## src/rtl/calendar_day_number_convert_defines.svh

```systemverilog
// Assertion macros for the calendar day number converter
`ifndef CALENDAR_DAY_NUMBER_CONVERT_DEFINES_SVH
`define CALENDAR_DAY_NUMBER_CONVERT_DEFINES_SVH
`ifndef SYNTHESIS
// same-cycle implication, sampled on clock, off during reset
`define CDN_ASSERT_IMPLY(label, ante, cons) \
   label: assert property (@(posedge clock) disable iff (reset) (ante) |-> (cons)) \
      else $error("calendar_day_number_convert: check failed");
// next-cycle implication
`define CDN_ASSERT_NEXT(label, ante, cons) \
   label: assert property (@(posedge clock) disable iff (reset) (ante) |=> (cons)) \
      else $error("calendar_day_number_convert: check failed");
`else
`define CDN_ASSERT_IMPLY(label, ante, cons)
`define CDN_ASSERT_NEXT(label, ante, cons)
`endif
`endif

```

## src/rtl/cdn_pkg.sv

```systemverilog
// Types, constants and calendar tables for the calendar day number converter
package cdn_pkg;

   localparam int unsigned YEAR_W  = 14;
   localparam int unsigned MONTH_W = 4;
   localparam int unsigned DAY_W   = 5;
   localparam int unsigned DN_W    = 22;

   // pipeline registers, output register included
   localparam int unsigned STAGES = 7;

   localparam logic OP_DATE_TO_NUM = 1'b0;
   localparam logic OP_NUM_TO_DATE = 1'b1;

   localparam int unsigned DAYS_400Y = 146097;
   localparam int unsigned DAYS_100Y = 36524;
   localparam int unsigned DAYS_4Y   = 1461;
   localparam int unsigned DAYS_1Y   = 365;

   // days before 1 January of a year, up to the largest 14-bit year
   localparam int unsigned YD_W = 23;

   // rounded-up reciprocals: floor(x * K >> S) is exact over the operand range
   localparam int unsigned S100   = 21;
   localparam int unsigned K100   = ((1 << S100) + 99) / 100;
   localparam int unsigned K100_W = 15;
   localparam int unsigned P100_W = YEAR_W + K100_W;

   localparam int unsigned S400   = 40;
   localparam longint unsigned K400 =
      ((64'd1 << S400) + 64'(DAYS_400Y) - 64'd1) / 64'(DAYS_400Y);
   localparam int unsigned K400_W = 23;
   localparam int unsigned P400_W = DN_W + K400_W;

   localparam int unsigned R100Y_W = 16;   // remainder within a 100-year block
   localparam int unsigned S4      = 27;
   localparam int unsigned K4      = ((1 << S4) + DAYS_4Y - 1) / DAYS_4Y;
   localparam int unsigned K4_W    = 17;
   localparam int unsigned P4_W    = R100Y_W + K4_W;

   typedef struct packed {
      logic               opcode;
      logic [YEAR_W-1:0]  in_year;
      logic [MONTH_W-1:0] in_month;
      logic [DAY_W-1:0]   in_day;
      logic [DN_W-1:0]    in_day_number;
   } req_type;

   typedef struct packed {
      logic [DN_W-1:0]    out_day_number;
      logic [YEAR_W-1:0]  out_year;
      logic [MONTH_W-1:0] out_month;
      logic [DAY_W-1:0]   out_day;
      logic               leap_year;
      logic               range_error;
   } rsp_type;

   // days in the year before the first of month m
   function automatic logic [8:0] month_start(input logic [MONTH_W-1:0] m, input logic leap);
      logic [8:0] base;
      case (m)
         4'd1:    base = 9'd0;
         4'd2:    base = 9'd31;
         4'd3:    base = 9'd59;
         4'd4:    base = 9'd90;
         4'd5:    base = 9'd120;
         4'd6:    base = 9'd151;
         4'd7:    base = 9'd181;
         4'd8:    base = 9'd212;
         4'd9:    base = 9'd243;
         4'd10:   base = 9'd273;
         4'd11:   base = 9'd304;
         4'd12:   base = 9'd334;
         default: base = 9'd0;
      endcase
      return base + ((leap && m >= 4'd3 && m <= 4'd12) ? 9'd1 : 9'd0);
   endfunction

   function automatic logic [DAY_W-1:0] month_len(input logic [MONTH_W-1:0] m, input logic leap);
      logic [DAY_W-1:0] len;
      case (m) inside
         4'd1, 4'd3, 4'd5, 4'd7, 4'd8, 4'd10, 4'd12: len = 5'd31;
         4'd4, 4'd6, 4'd9, 4'd11:                    len = 5'd30;
         4'd2:                                       len = leap ? 5'd29 : 5'd28;
         default:                                    len = 5'd0;
      endcase
      return len;
   endfunction

endpackage

```

## src/rtl/cdn_date_to_num.sv

```systemverilog
// Date to day number datapath, padded to the full pipeline depth
module cdn_date_to_num #(
   parameter int unsigned MAX_YEAR = 9999
) (
   input  logic                         clock,
   input  logic [cdn_pkg::STAGES-2:0]   en,
   input  cdn_pkg::req_type             req_data,
   output cdn_pkg::rsp_type             res
);
   import cdn_pkg::*;

   localparam logic [15:0] MaxYear = 16'(MAX_YEAR);

   // stage 0: p = year - 1 and its reciprocal product for p / 100
   logic [YEAR_W-1:0]  s0_p_in, s0_p_ff;
   logic [P100_W-1:0]  s0_prod_in, s0_prod_ff;
   logic               s0_ok_in, s0_ok_ff;
   logic [MONTH_W-1:0] s0_month_ff;
   logic [DAY_W-1:0]   s0_day_ff;

   always_comb begin
      s0_p_in    = req_data.in_year - YEAR_W'(1);
      s0_prod_in = P100_W'(s0_p_in) * P100_W'(K100);
      s0_ok_in   = (req_data.in_year != '0) && ({2'b00, req_data.in_year} <= MaxYear) &&
                   (req_data.in_month >= 4'd1) && (req_data.in_month <= 4'd12) &&
                   (req_data.in_day != '0);
   end

   always_ff @(posedge clock) begin
      if (en[0]) begin
         s0_p_ff     <= s0_p_in;
         s0_prod_ff  <= s0_prod_in;
         s0_ok_ff    <= s0_ok_in;
         s0_month_ff <= req_data.in_month;
         s0_day_ff   <= req_data.in_day;
      end
   end

   // stage 1: days before the year and the leap flag
   logic [7:0]         q100;
   logic [6:0]         r100;
   logic [YD_W-1:0]    s1_ydays_in, s1_ydays_ff;
   logic               s1_leap_in, s1_leap_ff;
   logic               s1_ok_ff;
   logic [MONTH_W-1:0] s1_month_ff;
   logic [DAY_W-1:0]   s1_day_ff;

   always_comb begin
      q100 = s0_prod_ff[P100_W-1:S100];
      r100 = 7'(s0_p_ff - YEAR_W'(q100) * YEAR_W'(100));
      // year divisible by 4 <=> p mod 4 = 3, by 100 <=> p mod 100 = 99
      s1_leap_in  = (s0_p_ff[1:0] == 2'b11) && ((r100 != 7'd99) || (q100[1:0] == 2'b11));
      s1_ydays_in = YD_W'(s0_p_ff) * YD_W'(DAYS_1Y) + YD_W'(s0_p_ff >> 2)
                    - YD_W'(q100) + YD_W'(q100 >> 2);
   end

   always_ff @(posedge clock) begin
      if (en[1]) begin
         s1_ydays_ff <= s1_ydays_in;
         s1_leap_ff  <= s1_leap_in;
         s1_ok_ff    <= s0_ok_ff;
         s1_month_ff <= s0_month_ff;
         s1_day_ff   <= s0_day_ff;
      end
   end

   // stage 2: day check and final sum
   logic [8:0]      doy;
   logic [YD_W-1:0] dn;
   rsp_type         s2_res_in;
   rsp_type         pipe_ff [2:STAGES-2];

   always_comb begin
      doy       = month_start(s1_month_ff, s1_leap_ff) + 9'(s1_day_ff) - 9'd1;
      dn        = s1_ydays_ff + YD_W'(doy);
      s2_res_in = '0;
      if (s1_ok_ff && (s1_day_ff <= month_len(s1_month_ff, s1_leap_ff))) begin
         s2_res_in.out_day_number = DN_W'(dn);
         s2_res_in.leap_year      = s1_leap_ff;
      end else begin
         s2_res_in.range_error = 1'b1;
      end
   end

   always_ff @(posedge clock) begin
      if (en[2]) begin
         pipe_ff[2] <= s2_res_in;
      end
   end

   // delay to line up with the day number to date path
   for (genvar k = 3; k <= STAGES-2; k++) begin : g_dly
      always_ff @(posedge clock) begin
         if (en[k]) begin
            pipe_ff[k] <= pipe_ff[k-1];
         end
      end
   end

   assign res = pipe_ff[STAGES-2];

endmodule

```

## src/rtl/cdn_num_to_date.sv

```systemverilog
// Day number to date datapath: 400/100/4/1-year decomposition, then month search
module cdn_num_to_date #(
   parameter int unsigned MAX_YEAR = 9999
) (
   input  logic                         clock,
   input  logic [cdn_pkg::STAGES-2:0]   en,
   input  logic [cdn_pkg::DN_W-1:0]     day_number,
   output cdn_pkg::rsp_type             res
);
   import cdn_pkg::*;

   localparam int unsigned LastDay =
      MAX_YEAR * DAYS_1Y + MAX_YEAR / 4 - MAX_YEAR / 100 + MAX_YEAR / 400 - 1;

   // stage 0: reciprocal product for the 400-year count
   logic [DN_W-1:0]   s0_dn_ff;
   logic [P400_W-1:0] s0_prod_ff;
   logic              s0_err_ff;

   always_ff @(posedge clock) begin
      if (en[0]) begin
         s0_dn_ff   <= day_number;
         s0_prod_ff <= P400_W'(day_number) * P400_W'(K400);
         s0_err_ff  <= {10'b0, day_number} > LastDay;
      end
   end

   // stage 1: remainder within the 400-year block
   logic [4:0]  q400;
   logic [17:0] s1_r400_in, s1_r400_ff;
   logic [4:0]  s1_n400_ff;
   logic        s1_err_ff;

   always_comb begin
      q400       = s0_prod_ff[S400+4:S400];
      s1_r400_in = 18'(s0_dn_ff - DN_W'(q400) * DN_W'(DAYS_400Y));
   end

   always_ff @(posedge clock) begin
      if (en[1]) begin
         s1_r400_ff <= s1_r400_in;
         s1_n400_ff <= q400;
         s1_err_ff  <= s0_err_ff;
      end
   end

   // stage 2: 100-year count, capped at 3 for the last day of a 400-year block
   logic [1:0]         s2_n100_in, s2_n100_ff;
   logic [R100Y_W-1:0] s2_r2_in, s2_r2_ff;
   logic [4:0]         s2_n400_ff;
   logic               s2_err_ff;

   always_comb begin
      if (s1_r400_ff >= 18'(3 * DAYS_100Y)) begin
         s2_n100_in = 2'd3;
      end else if (s1_r400_ff >= 18'(2 * DAYS_100Y)) begin
         s2_n100_in = 2'd2;
      end else if (s1_r400_ff >= 18'(DAYS_100Y)) begin
         s2_n100_in = 2'd1;
      end else begin
         s2_n100_in = 2'd0;
      end
      s2_r2_in = R100Y_W'(s1_r400_ff - 18'(s2_n100_in) * 18'(DAYS_100Y));
   end

   always_ff @(posedge clock) begin
      if (en[2]) begin
         s2_n100_ff <= s2_n100_in;
         s2_r2_ff   <= s2_r2_in;
         s2_n400_ff <= s1_n400_ff;
         s2_err_ff  <= s1_err_ff;
      end
   end

   // stage 3: reciprocal product for the 4-year count
   logic [P4_W-1:0]    s3_prod_ff;
   logic [R100Y_W-1:0] s3_r2_ff;
   logic [4:0]         s3_n400_ff;
   logic [1:0]         s3_n100_ff;
   logic               s3_err_ff;

   always_ff @(posedge clock) begin
      if (en[3]) begin
         s3_prod_ff <= P4_W'(s2_r2_ff) * P4_W'(K4);
         s3_r2_ff   <= s2_r2_ff;
         s3_n400_ff <= s2_n400_ff;
         s3_n100_ff <= s2_n100_ff;
         s3_err_ff  <= s2_err_ff;
      end
   end

   // stage 4: remainder within the 4-year block
   logic [4:0]  n4;
   logic [10:0] s4_r3_in, s4_r3_ff;
   logic [4:0]  s4_n4_ff, s4_n400_ff;
   logic [1:0]  s4_n100_ff;
   logic        s4_err_ff;

   always_comb begin
      n4       = s3_prod_ff[S4+4:S4];
      s4_r3_in = 11'(s3_r2_ff - R100Y_W'(n4) * R100Y_W'(DAYS_4Y));
   end

   always_ff @(posedge clock) begin
      if (en[4]) begin
         s4_r3_ff   <= s4_r3_in;
         s4_n4_ff   <= n4;
         s4_n400_ff <= s3_n400_ff;
         s4_n100_ff <= s3_n100_ff;
         s4_err_ff  <= s3_err_ff;
      end
   end

   // stage 5: year, day of year and leap flag
   logic [1:0]        n1;
   logic [8:0]        s5_doy_in, s5_doy_ff;
   logic [YEAR_W-1:0] s5_year_in, s5_year_ff;
   logic              s5_leap_in, s5_leap_ff;
   logic              s5_err_ff;

   always_comb begin
      if (s4_r3_ff >= 11'(3 * DAYS_1Y)) begin
         n1 = 2'd3;
      end else if (s4_r3_ff >= 11'(2 * DAYS_1Y)) begin
         n1 = 2'd2;
      end else if (s4_r3_ff >= 11'(DAYS_1Y)) begin
         n1 = 2'd1;
      end else begin
         n1 = 2'd0;
      end
      s5_doy_in  = 9'(s4_r3_ff - 11'(n1) * 11'(DAYS_1Y));
      s5_year_in = YEAR_W'(s4_n400_ff) * YEAR_W'(400) + YEAR_W'(s4_n100_ff) * YEAR_W'(100)
                   + YEAR_W'({s4_n4_ff, 2'b00}) + YEAR_W'(n1) + YEAR_W'(1);
      // last year of a 4-year block is leap, except a century year not on a 400 boundary
      s5_leap_in = (n1 == 2'd3) && ((s4_n4_ff != 5'd24) || (s4_n100_ff == 2'd3));
   end

   always_ff @(posedge clock) begin
      if (en[5]) begin
         s5_doy_ff  <= s5_doy_in;
         s5_year_ff <= s5_year_in;
         s5_leap_ff <= s5_leap_in;
         s5_err_ff  <= s4_err_ff;
      end
   end

   // month search, feeds the output register
   logic [MONTH_W-1:0] mon;

   always_comb begin
      mon = 4'd1;
      for (int k = 2; k <= 12; k++) begin
         if (s5_doy_ff >= month_start(MONTH_W'(k), s5_leap_ff)) begin
            mon = MONTH_W'(k);
         end
      end
      res = '0;
      if (s5_err_ff) begin
         res.range_error = 1'b1;
      end else begin
         res.out_year  = s5_year_ff;
         res.out_month = mon;
         res.out_day   = DAY_W'(s5_doy_ff - month_start(mon, s5_leap_ff)) + DAY_W'(1);
         res.leap_year = s5_leap_ff;
      end
   end

endmodule

```

## src/rtl/calendar_day_number_convert.sv

```systemverilog
// Top level of the calendar day number converter
//
// Converts a proleptic Gregorian date to a day number counted from 0001-01-01
// (opcode 0) or a day number back to year, month and day (opcode 1), with a
// leap-year flag and a range error for invalid dates, years above MAX_YEAR or
// day numbers past the last day of MAX_YEAR. One transfer is taken every
// clock cycle while req_stall is low; the pipeline depth is set by the day
// number to date path (two reciprocal multiplies, each followed by a
// remainder step, then the month search). A stall on the result side holds
// the pipeline in place and backs up onto req_stall only once every stage
// holds an item.
`include "calendar_day_number_convert_defines.svh"

module calendar_day_number_convert #(
   parameter int unsigned MAX_YEAR = 9999
) (
   input  logic             clock,
   input  logic             reset,
   input  logic             req_valid,
   output logic             req_stall,
   input  cdn_pkg::req_type req_data,
   output logic             rsp_valid,
   input  logic             rsp_stall,
   output cdn_pkg::rsp_type rsp_data
);
   import cdn_pkg::*;

   logic [STAGES-1:0] v_in, v_ff;
   logic [STAGES-1:0] en;
   logic              op_ff [0:STAGES-2];
   rsp_type           d2n_res, n2d_res;
   rsp_type           rsp_in, rsp_ff;

   // a stage loads when it is empty or its contents move on
   always_comb begin
      en[STAGES-1] = !v_ff[STAGES-1] || !rsp_stall;
      for (int k = STAGES-2; k >= 0; k--) begin
         en[k] = !v_ff[k] || en[k+1];
      end
   end

   always_comb begin
      v_in = v_ff;
      if (en[0]) begin
         v_in[0] = req_valid;
      end
      for (int k = 1; k < STAGES; k++) begin
         if (en[k]) begin
            v_in[k] = v_ff[k-1];
         end
      end
   end

   always_ff @(posedge clock) begin
      if (reset) begin
         v_ff <= '0;
      end else begin
         v_ff <= v_in;
      end
   end

   always_ff @(posedge clock) begin
      if (en[0]) begin
         op_ff[0] <= req_data.opcode;
      end
   end

   for (genvar k = 1; k <= STAGES-2; k++) begin : g_op
      always_ff @(posedge clock) begin
         if (en[k]) begin
            op_ff[k] <= op_ff[k-1];
         end
      end
   end

   cdn_date_to_num #(
      .MAX_YEAR (MAX_YEAR)
   ) u_date_to_num (
      .clock    (clock),
      .en       (en[STAGES-2:0]),
      .req_data (req_data),
      .res      (d2n_res)
   );

   cdn_num_to_date #(
      .MAX_YEAR (MAX_YEAR)
   ) u_num_to_date (
      .clock      (clock),
      .en         (en[STAGES-2:0]),
      .day_number (req_data.in_day_number),
      .res        (n2d_res)
   );

   assign rsp_in = (op_ff[STAGES-2] == OP_NUM_TO_DATE) ? n2d_res : d2n_res;

   always_ff @(posedge clock) begin
      if (en[STAGES-1]) begin
         rsp_ff <= rsp_in;
      end
   end

   assign req_stall = !en[0];
   assign rsp_valid = v_ff[STAGES-1];
   assign rsp_data  = rsp_ff;

   `CDN_ASSERT_IMPLY(a_err_clears_fields, rsp_valid && rsp_data.range_error, (rsp_data.out_day_number == '0) && (rsp_data.out_year == '0) && (rsp_data.out_month == '0) && (rsp_data.out_day == '0) && !rsp_data.leap_year)
   `CDN_ASSERT_IMPLY(a_date_sane, rsp_valid && !rsp_data.range_error && (rsp_data.out_month != '0), (rsp_data.out_month <= 4'd12) && (rsp_data.out_day != '0) && (rsp_data.out_year != '0))
   `CDN_ASSERT_IMPLY(a_full_backs_up, (&v_ff) && rsp_stall, req_stall)
   `CDN_ASSERT_NEXT(a_drain_to_output, v_ff[STAGES-2] && !rsp_valid, rsp_valid)

endmodule
```

## config.mk

```make
export PLATFORM = sky130hd
export DESIGN_NAME = calendar_day_number_convert
export DESIGN_NICKNAME = d
export VERILOG_FILES = /design/src/rtl/cdn_pkg.sv /design/src/rtl/cdn_date_to_num.sv /design/src/rtl/cdn_num_to_date.sv /design/src/rtl/calendar_day_number_convert.sv
export VERILOG_INCLUDE_DIRS = /design/src /design/src/rtl
export SDC_FILE = /design/constraint.sdc
export NUM_CORES = 2
export LEC_CHECK = 0
export BUFFER_PORTS_ARGS = -buffer_cell sky130_fd_sc_hd__buf_2
export CAP_MARGIN = 20
export CORE_ASPECT_RATIO = 0.7
export CORE_UTILIZATION = 45
export CTS_CLUSTER_DIAMETER = 100
export DETAILED_ROUTE_END_ITERATION = 8
export GPL_TIMING_DRIVEN = 0
export PLACE_DENSITY = 0.65
export RECOVER_POWER = 100
export SETUP_SLACK_MARGIN = 0.4
export SLEW_MARGIN = 20
export SYNTH_ARGS = -nofsm -noshare
export SYNTH_HDL_FRONTEND = slang
export SYNTH_SLANG_ARGS = --single-unit
```

## constraint.sdc

```tcl
create_clock -name clock -period 15.6 [get_ports clock]
set_input_delay 2.34 -clock clock [delete_from_list [all_inputs] [get_ports clock]]
set_output_delay 2.34 -clock clock [all_outputs]
set_load 0.05 [all_outputs]
```

# == Word level (Yosys, flattened, before mapping) ==
# Memory sizes are Yosys's and may differ from the RTL's. A register that Yosys moved wholly into a read port is not among the register bits.
# Cells that the tools add are included.
# word_totals
output_inout_bits,49
ramBits,194
wordCells,213
rom_bits,288
n_memories,4
regBits,347
# op_classes
eq_ne,18
n_reduce_logical,33
multipliers,11
muxes,44
addsub,30
n_lt_le_gt_ge,26
# mem_list
name,words,word_bits,read_ports,rd_ports_with_merged_regs,wr,line,rtl
u_date_to_num.pipe_ff,4,47,4,0,4,cdn_date_to_num.sv:71,rsp_type pipe_ff [2:STAGES-2];
(no name shown),16,9,1,1,0,cdn_pkg.sv:61,case (m)
(no name shown),16,9,1,0,0,cdn_pkg.sv:61,
op_ff,6,1,6,0,6,calendar_day_number_convert.sv:30,logic op_ff [0:STAGES-2];
# ops
op,n
9-bit greater-or-equal comparator,10
"22-bit by 22-bit multiplier with 44-bit output, second input constant",1
"8-bit by 9-bit adder with 9-bit output, first input constant",4
"18-bit by 17-bit greater-or-equal comparator with 1-bit output, second input constant",2
"16-bit by 15-bit multiplier with 30-bit output, second input constant",1
"9-bit adder, first input constant",3
"14-bit by 13-bit multiplier with 27-bit output, second input constant",1
25-bit two-way mux,1
24-bit two-way mux,1
4-bit two-way mux,6
22-bit by 12-bit adder with 22-bit output,1
22-bit by 6-bit adder with 22-bit output,1
22-bit by 9-bit adder with 22-bit output,1
"22-bit greater-than comparator, second input constant",1
"14-bit by 9-bit multiplier with 22-bit output, second input constant",1
22-bit two-way mux,1
22-bit by 8-bit subtractor with 22-bit output,1
1-bit two-way mux,21
"4-bit == test, second input constant",5
5-bit two-way mux,4
"7-bit by 9-bit adder with 9-bit output, first input constant",2
"18-bit by 16-bit greater-or-equal comparator with 1-bit output, second input constant",1
"5-bit by 18-bit multiplier with 18-bit output, second input constant",1
18-bit subtractor,1
other kinds (46),90

# == Depth between registers and ports, before layout ==
# logic_depth
word_depth,22
ltp_mapped,25
depth_no_buf,25

# == Cells and area by module ==
# Synthesis repeated with hierarchy kept, for this count alone.
# hier_totals
cells_unflattened,3517
hier_area_um2,39872.0
# by_module_without_submodules
mod,n_inst,seq_area_each_um2,cells_each,area_per_inst_um2
cdn_num_to_date,1,4354.2,2130,22923.2
cdn_date_to_num,1,5014.8,1250,14485.1
calendar_day_number_convert,1,1731.7,137,2463.6

# == Worst setup path after synthesis ==
# OpenSTA, ideal clock, no wires.
# synth_path
path_type,input -> register
startpoint,input req_data[31] in the netlist's numbering
endpoint,register u_date_to_num.s0_prod_ff[28] (data pin)
slack_ns,7.159
setup_time_ns,0.260
t_required_ns,15.340
path_stages,24
n_path_buf,0
arrival_time_ns,8.181
cell_sequence,inv_1 > ha_1 > nor3b_1 > nor2b_1 > nand2_1 > nor4_1 > xor2_1 > inv_1 > fa_1 > inv_1 > ha_1 > fa_1 > fa_1 > inv_1 > fa_1 > inv_1 > ha_1 > and2_1 > o22a_1 > and3_1 > a221oi_2 > o211ai_1 > a21oi_2 > xnor2_1
# synth_via
elab_chain_cells,2
# synth_rtl
element,line,rtl
"start, declared",calendar_day_number_convert.sv:21,"input cdn_pkg::req_type req_data,"
14-bit by 1-bit subtractor with 14-bit output,cdn_date_to_num.sv:22,s0_p_in = req_data.in_year - YEAR_W'(1);
via u_date_to_num.s0_p_in[12],cdn_date_to_num.sv:15,"logic [YEAR_W-1:0] s0_p_in, s0_p_ff;"
14-bit by 13-bit multiplier with 27-bit output,cdn_date_to_num.sv:23,s0_prod_in = P100_W'(s0_p_in) * P100_W'(K100);
via u_date_to_num.s0_prod_in[28],cdn_date_to_num.sv:16,"logic [P100_W-1:0] s0_prod_in, s0_prod_ff;"
"end signal, assigned",cdn_date_to_num.sv:32,s0_prod_ff <= s0_prod_in;
"end, declared",cdn_date_to_num.sv:16,
# The timed path passes the listed nets, and every way through them passes these cells.
# A chain may end at the register's enable or synchronous reset.

# == Final worst setup path ==
# Ends and elaborated chain as after synthesis.

==> reports/results.ini <==
[critical_path]
crit_slowest_cell = xor2_1
path_buf_inv = 6
slowest_delay_ps = 740
crit_fanout = 7
cp_common_cell = inv_1
crit_arrival_ps = 9560
start_kind = primary input
worst_ep_required_time_ps = 15930
endpoint_kind = flip-flop
path_class = in2reg
crit_family = adder cells

[die]
die_h_um = 247
ios = 99
start_util_pct = 45.7
die-width_um = 353
die-area_sq_um = 87300
core_sq_um = 84700
fp-row-count = 89

[clock_network]
cts.sinks = 375
post_cts_buffers = 0
ctsResizeCount = 0
numCtsBuffers = 43
worstSkewPairLatency_ps = 580
tritoncts = done
cts_hold_buf = 0
cts.path.max_buffers = 3
cts_root_buf = clkbuf_16
htreeDepth = 2
clkTransAtPathRegs_ps = 60

[flow_run]
cap_violations = 6

[logic_synthesis]
synth_area_sq_um = 38700
synth.ff_latch_count = 375
synthDominantCellAreaShare_pct = 27.8
synth.area.top_cells = edfxtp_1 (28%), fa_1 (24%), ha_1 (23%), inv_1 (8.3%), xnor2_1 (2.7%)
synth_top_area_cell = edfxtp_1
syn_nets = 4606
synth_ff_type = edfxtp_1
yosysUniqueCellTypes = 78
synth_warnings = 0
synthArstFlopShare_pct = 0
syn_inst = 3388
yosysSeqAreaShare_pct = 28.7
yosysMostFrequentCell = inv_1
synth_edf_count = 359
synth_common_cells = inv_1 (852), ha_1 (705), fa_1 (463), edfxtp_1 (359), a21oi_1 (128)
syn_area_per_cell_sq_um = 11.4

[routing]
num_vias = 22746
viasPerCell = 4.84
ant_nets = 0
dr.pass1.iters = 8
drc = 0
initialDrtViolationCount = 1191
wl_per_cell_um = 15.9
drt_wl_total_um = 74600

[global_route]
grt_max_degree = 51
grt_pass1_vias = 22943
grt_pass1_wl_um = 124000
antenna_found_initial = 6
grtUsageTotal_pct = 17.9
grt_overflow = 0

[timing]
rsz0062_at_grt = no
max_freq_ghz = 0.108
finalSetupTns_ps = 0
finalClockSkew_ps = 18.2
period_share_pct = 59.1
period_minus_slack_ps = 9220
finalHoldViolCount = 0
finalSetupViolCount = 0
tightestPinTransition_ps = 2450
drv_slew = 291
timing.slew.headroom_pct = -64.4

[finish]
syn_to_final_growth_pct = 8.09
nNetsFinal = 4754
drive_gt1_share_pct = 2.86
multi_input_area_sq_um = 24300
fill_cells = 7654
fin_util_pct = 49.4
seq_area_sq_um = 11100

[run_status]
violations = max-capacitance violations, max-slew violations
status = complete, but fails checks

[worst_hold_path]
min_path_type = reg2reg

[placement]
port_buffers = 98
gp_congestion = 0.887
dp_hpwl_um = 62700

## kinds of logic after synthesis
kind of cell    synth area share (%)
compound gates                  6.77
xor+xnor                        3.66
fa+ha+maj                       46.7
buf+inv                         8.44
flops                           28.7
mux                            0.304
simple gates                    5.45
## per-stage QoR
stage | area (sq um) | setup slack [ps] | hold slack (ps) | cells
CTS | 42100 | 6650 | 408 | 4703
global route | 41900 | 5800 | 418 | 4703
global placement | 40600 | 6080 | 401 | 4623
finish | 41900 | 6380 | 410 | 4704
detailed placement | 40700 | 6070 | 405 | 4628
floorplan | 38700 | 7160 | 400 | 3388
## final timing paths
kind                               start                            to  slack (ps)  cells past startpoint
max                         req_data[31]  u_date_to_num.s0_prod_ff[28]        6380                     25
min          u_num_to_date.s1_n400_ff[1]   u_num_to_date.s2_n400_ff[1]         410                      0
max reg2reg   u_num_to_date.s2_r2_ff[10]  u_num_to_date.s3_prod_ff[30]        9370                     19
min reg2reg  u_num_to_date.s1_n400_ff[1]   u_num_to_date.s2_n400_ff[1]         410                      0
## flip-flops by register name, summed over array words and instances, names as in the netlist, 6 cells and up, named ones only
signal	cells
rsp_data	47
v_ff	7
u_num_to_date.s1_r400_ff	18
u_date_to_num.s1_ydays_ff	22
op_ff	6
u_num_to_date.s5_year_ff	14
u_date_to_num.s0_prod_ff	8
u_num_to_date.s4_r3_ff	11
u_num_to_date.s3_r2_ff	11
u_num_to_date.s2_r2_ff	16
u_num_to_date.s0_dn_ff	18
u_date_to_num.s0_p_ff	14
u_num_to_date.s5_doy_ff	9
u_date_to_num.pipe_ff	96
## cell type report
type | count | area share [%]
buffer | 17 | 0.152
clock buffer | 48 | 2.62
timing repair buffer | 103 | 0.977
sequential | 375 | 26.5
inverter | 852 | 7.65
tap | 1137 | 3.40
antenna | 1 | 0.00598
multi-input combinational | 2144 | 58.0
clock inverter | 27 | 0.655
## per-layer routing
layer / GRT usage (%) / part of all wire (%) / vias up
li1: - / - / 11443
met1: 28.5 / 54 / 10872
met2: 25.0 / 39 / 362
met3: 3.70 / 5.7 / 61
met4: 3.01 / 1.1 / 8
met5: 0 / 0.051 / -
## placed cells by master (no fill, tap or decap), types with 8 or more instances in the layout
master and count:
a21o_1 58, edfxtp_1 359, or3_1 15, o21a_1 20, nand4_1 22, and2_0 17, and2_1 15, a21oi_1 128
clkbuf_16 43, fa_1 463, o211ai_1 8, clkinv_2 8, nor4_1 8, o21ai_0 64, clkbuf_1 107, nand2_1 67
nand3_1 38, inv_1 850, and3_1 14, nor3_1 25, o31ai_1 9, a31oi_1 14, xor2_1 43, nor2b_1 43
dfxtp_1 16, ha_1 705, nor2_1 97, nand2b_1 19, buf_2 18, a211oi_1 13, xnor2_1 119, o21bai_1 16
Power is not shown: default switching activity piles up to over one toggle a cycle in this logic, so the estimate is an artifact.
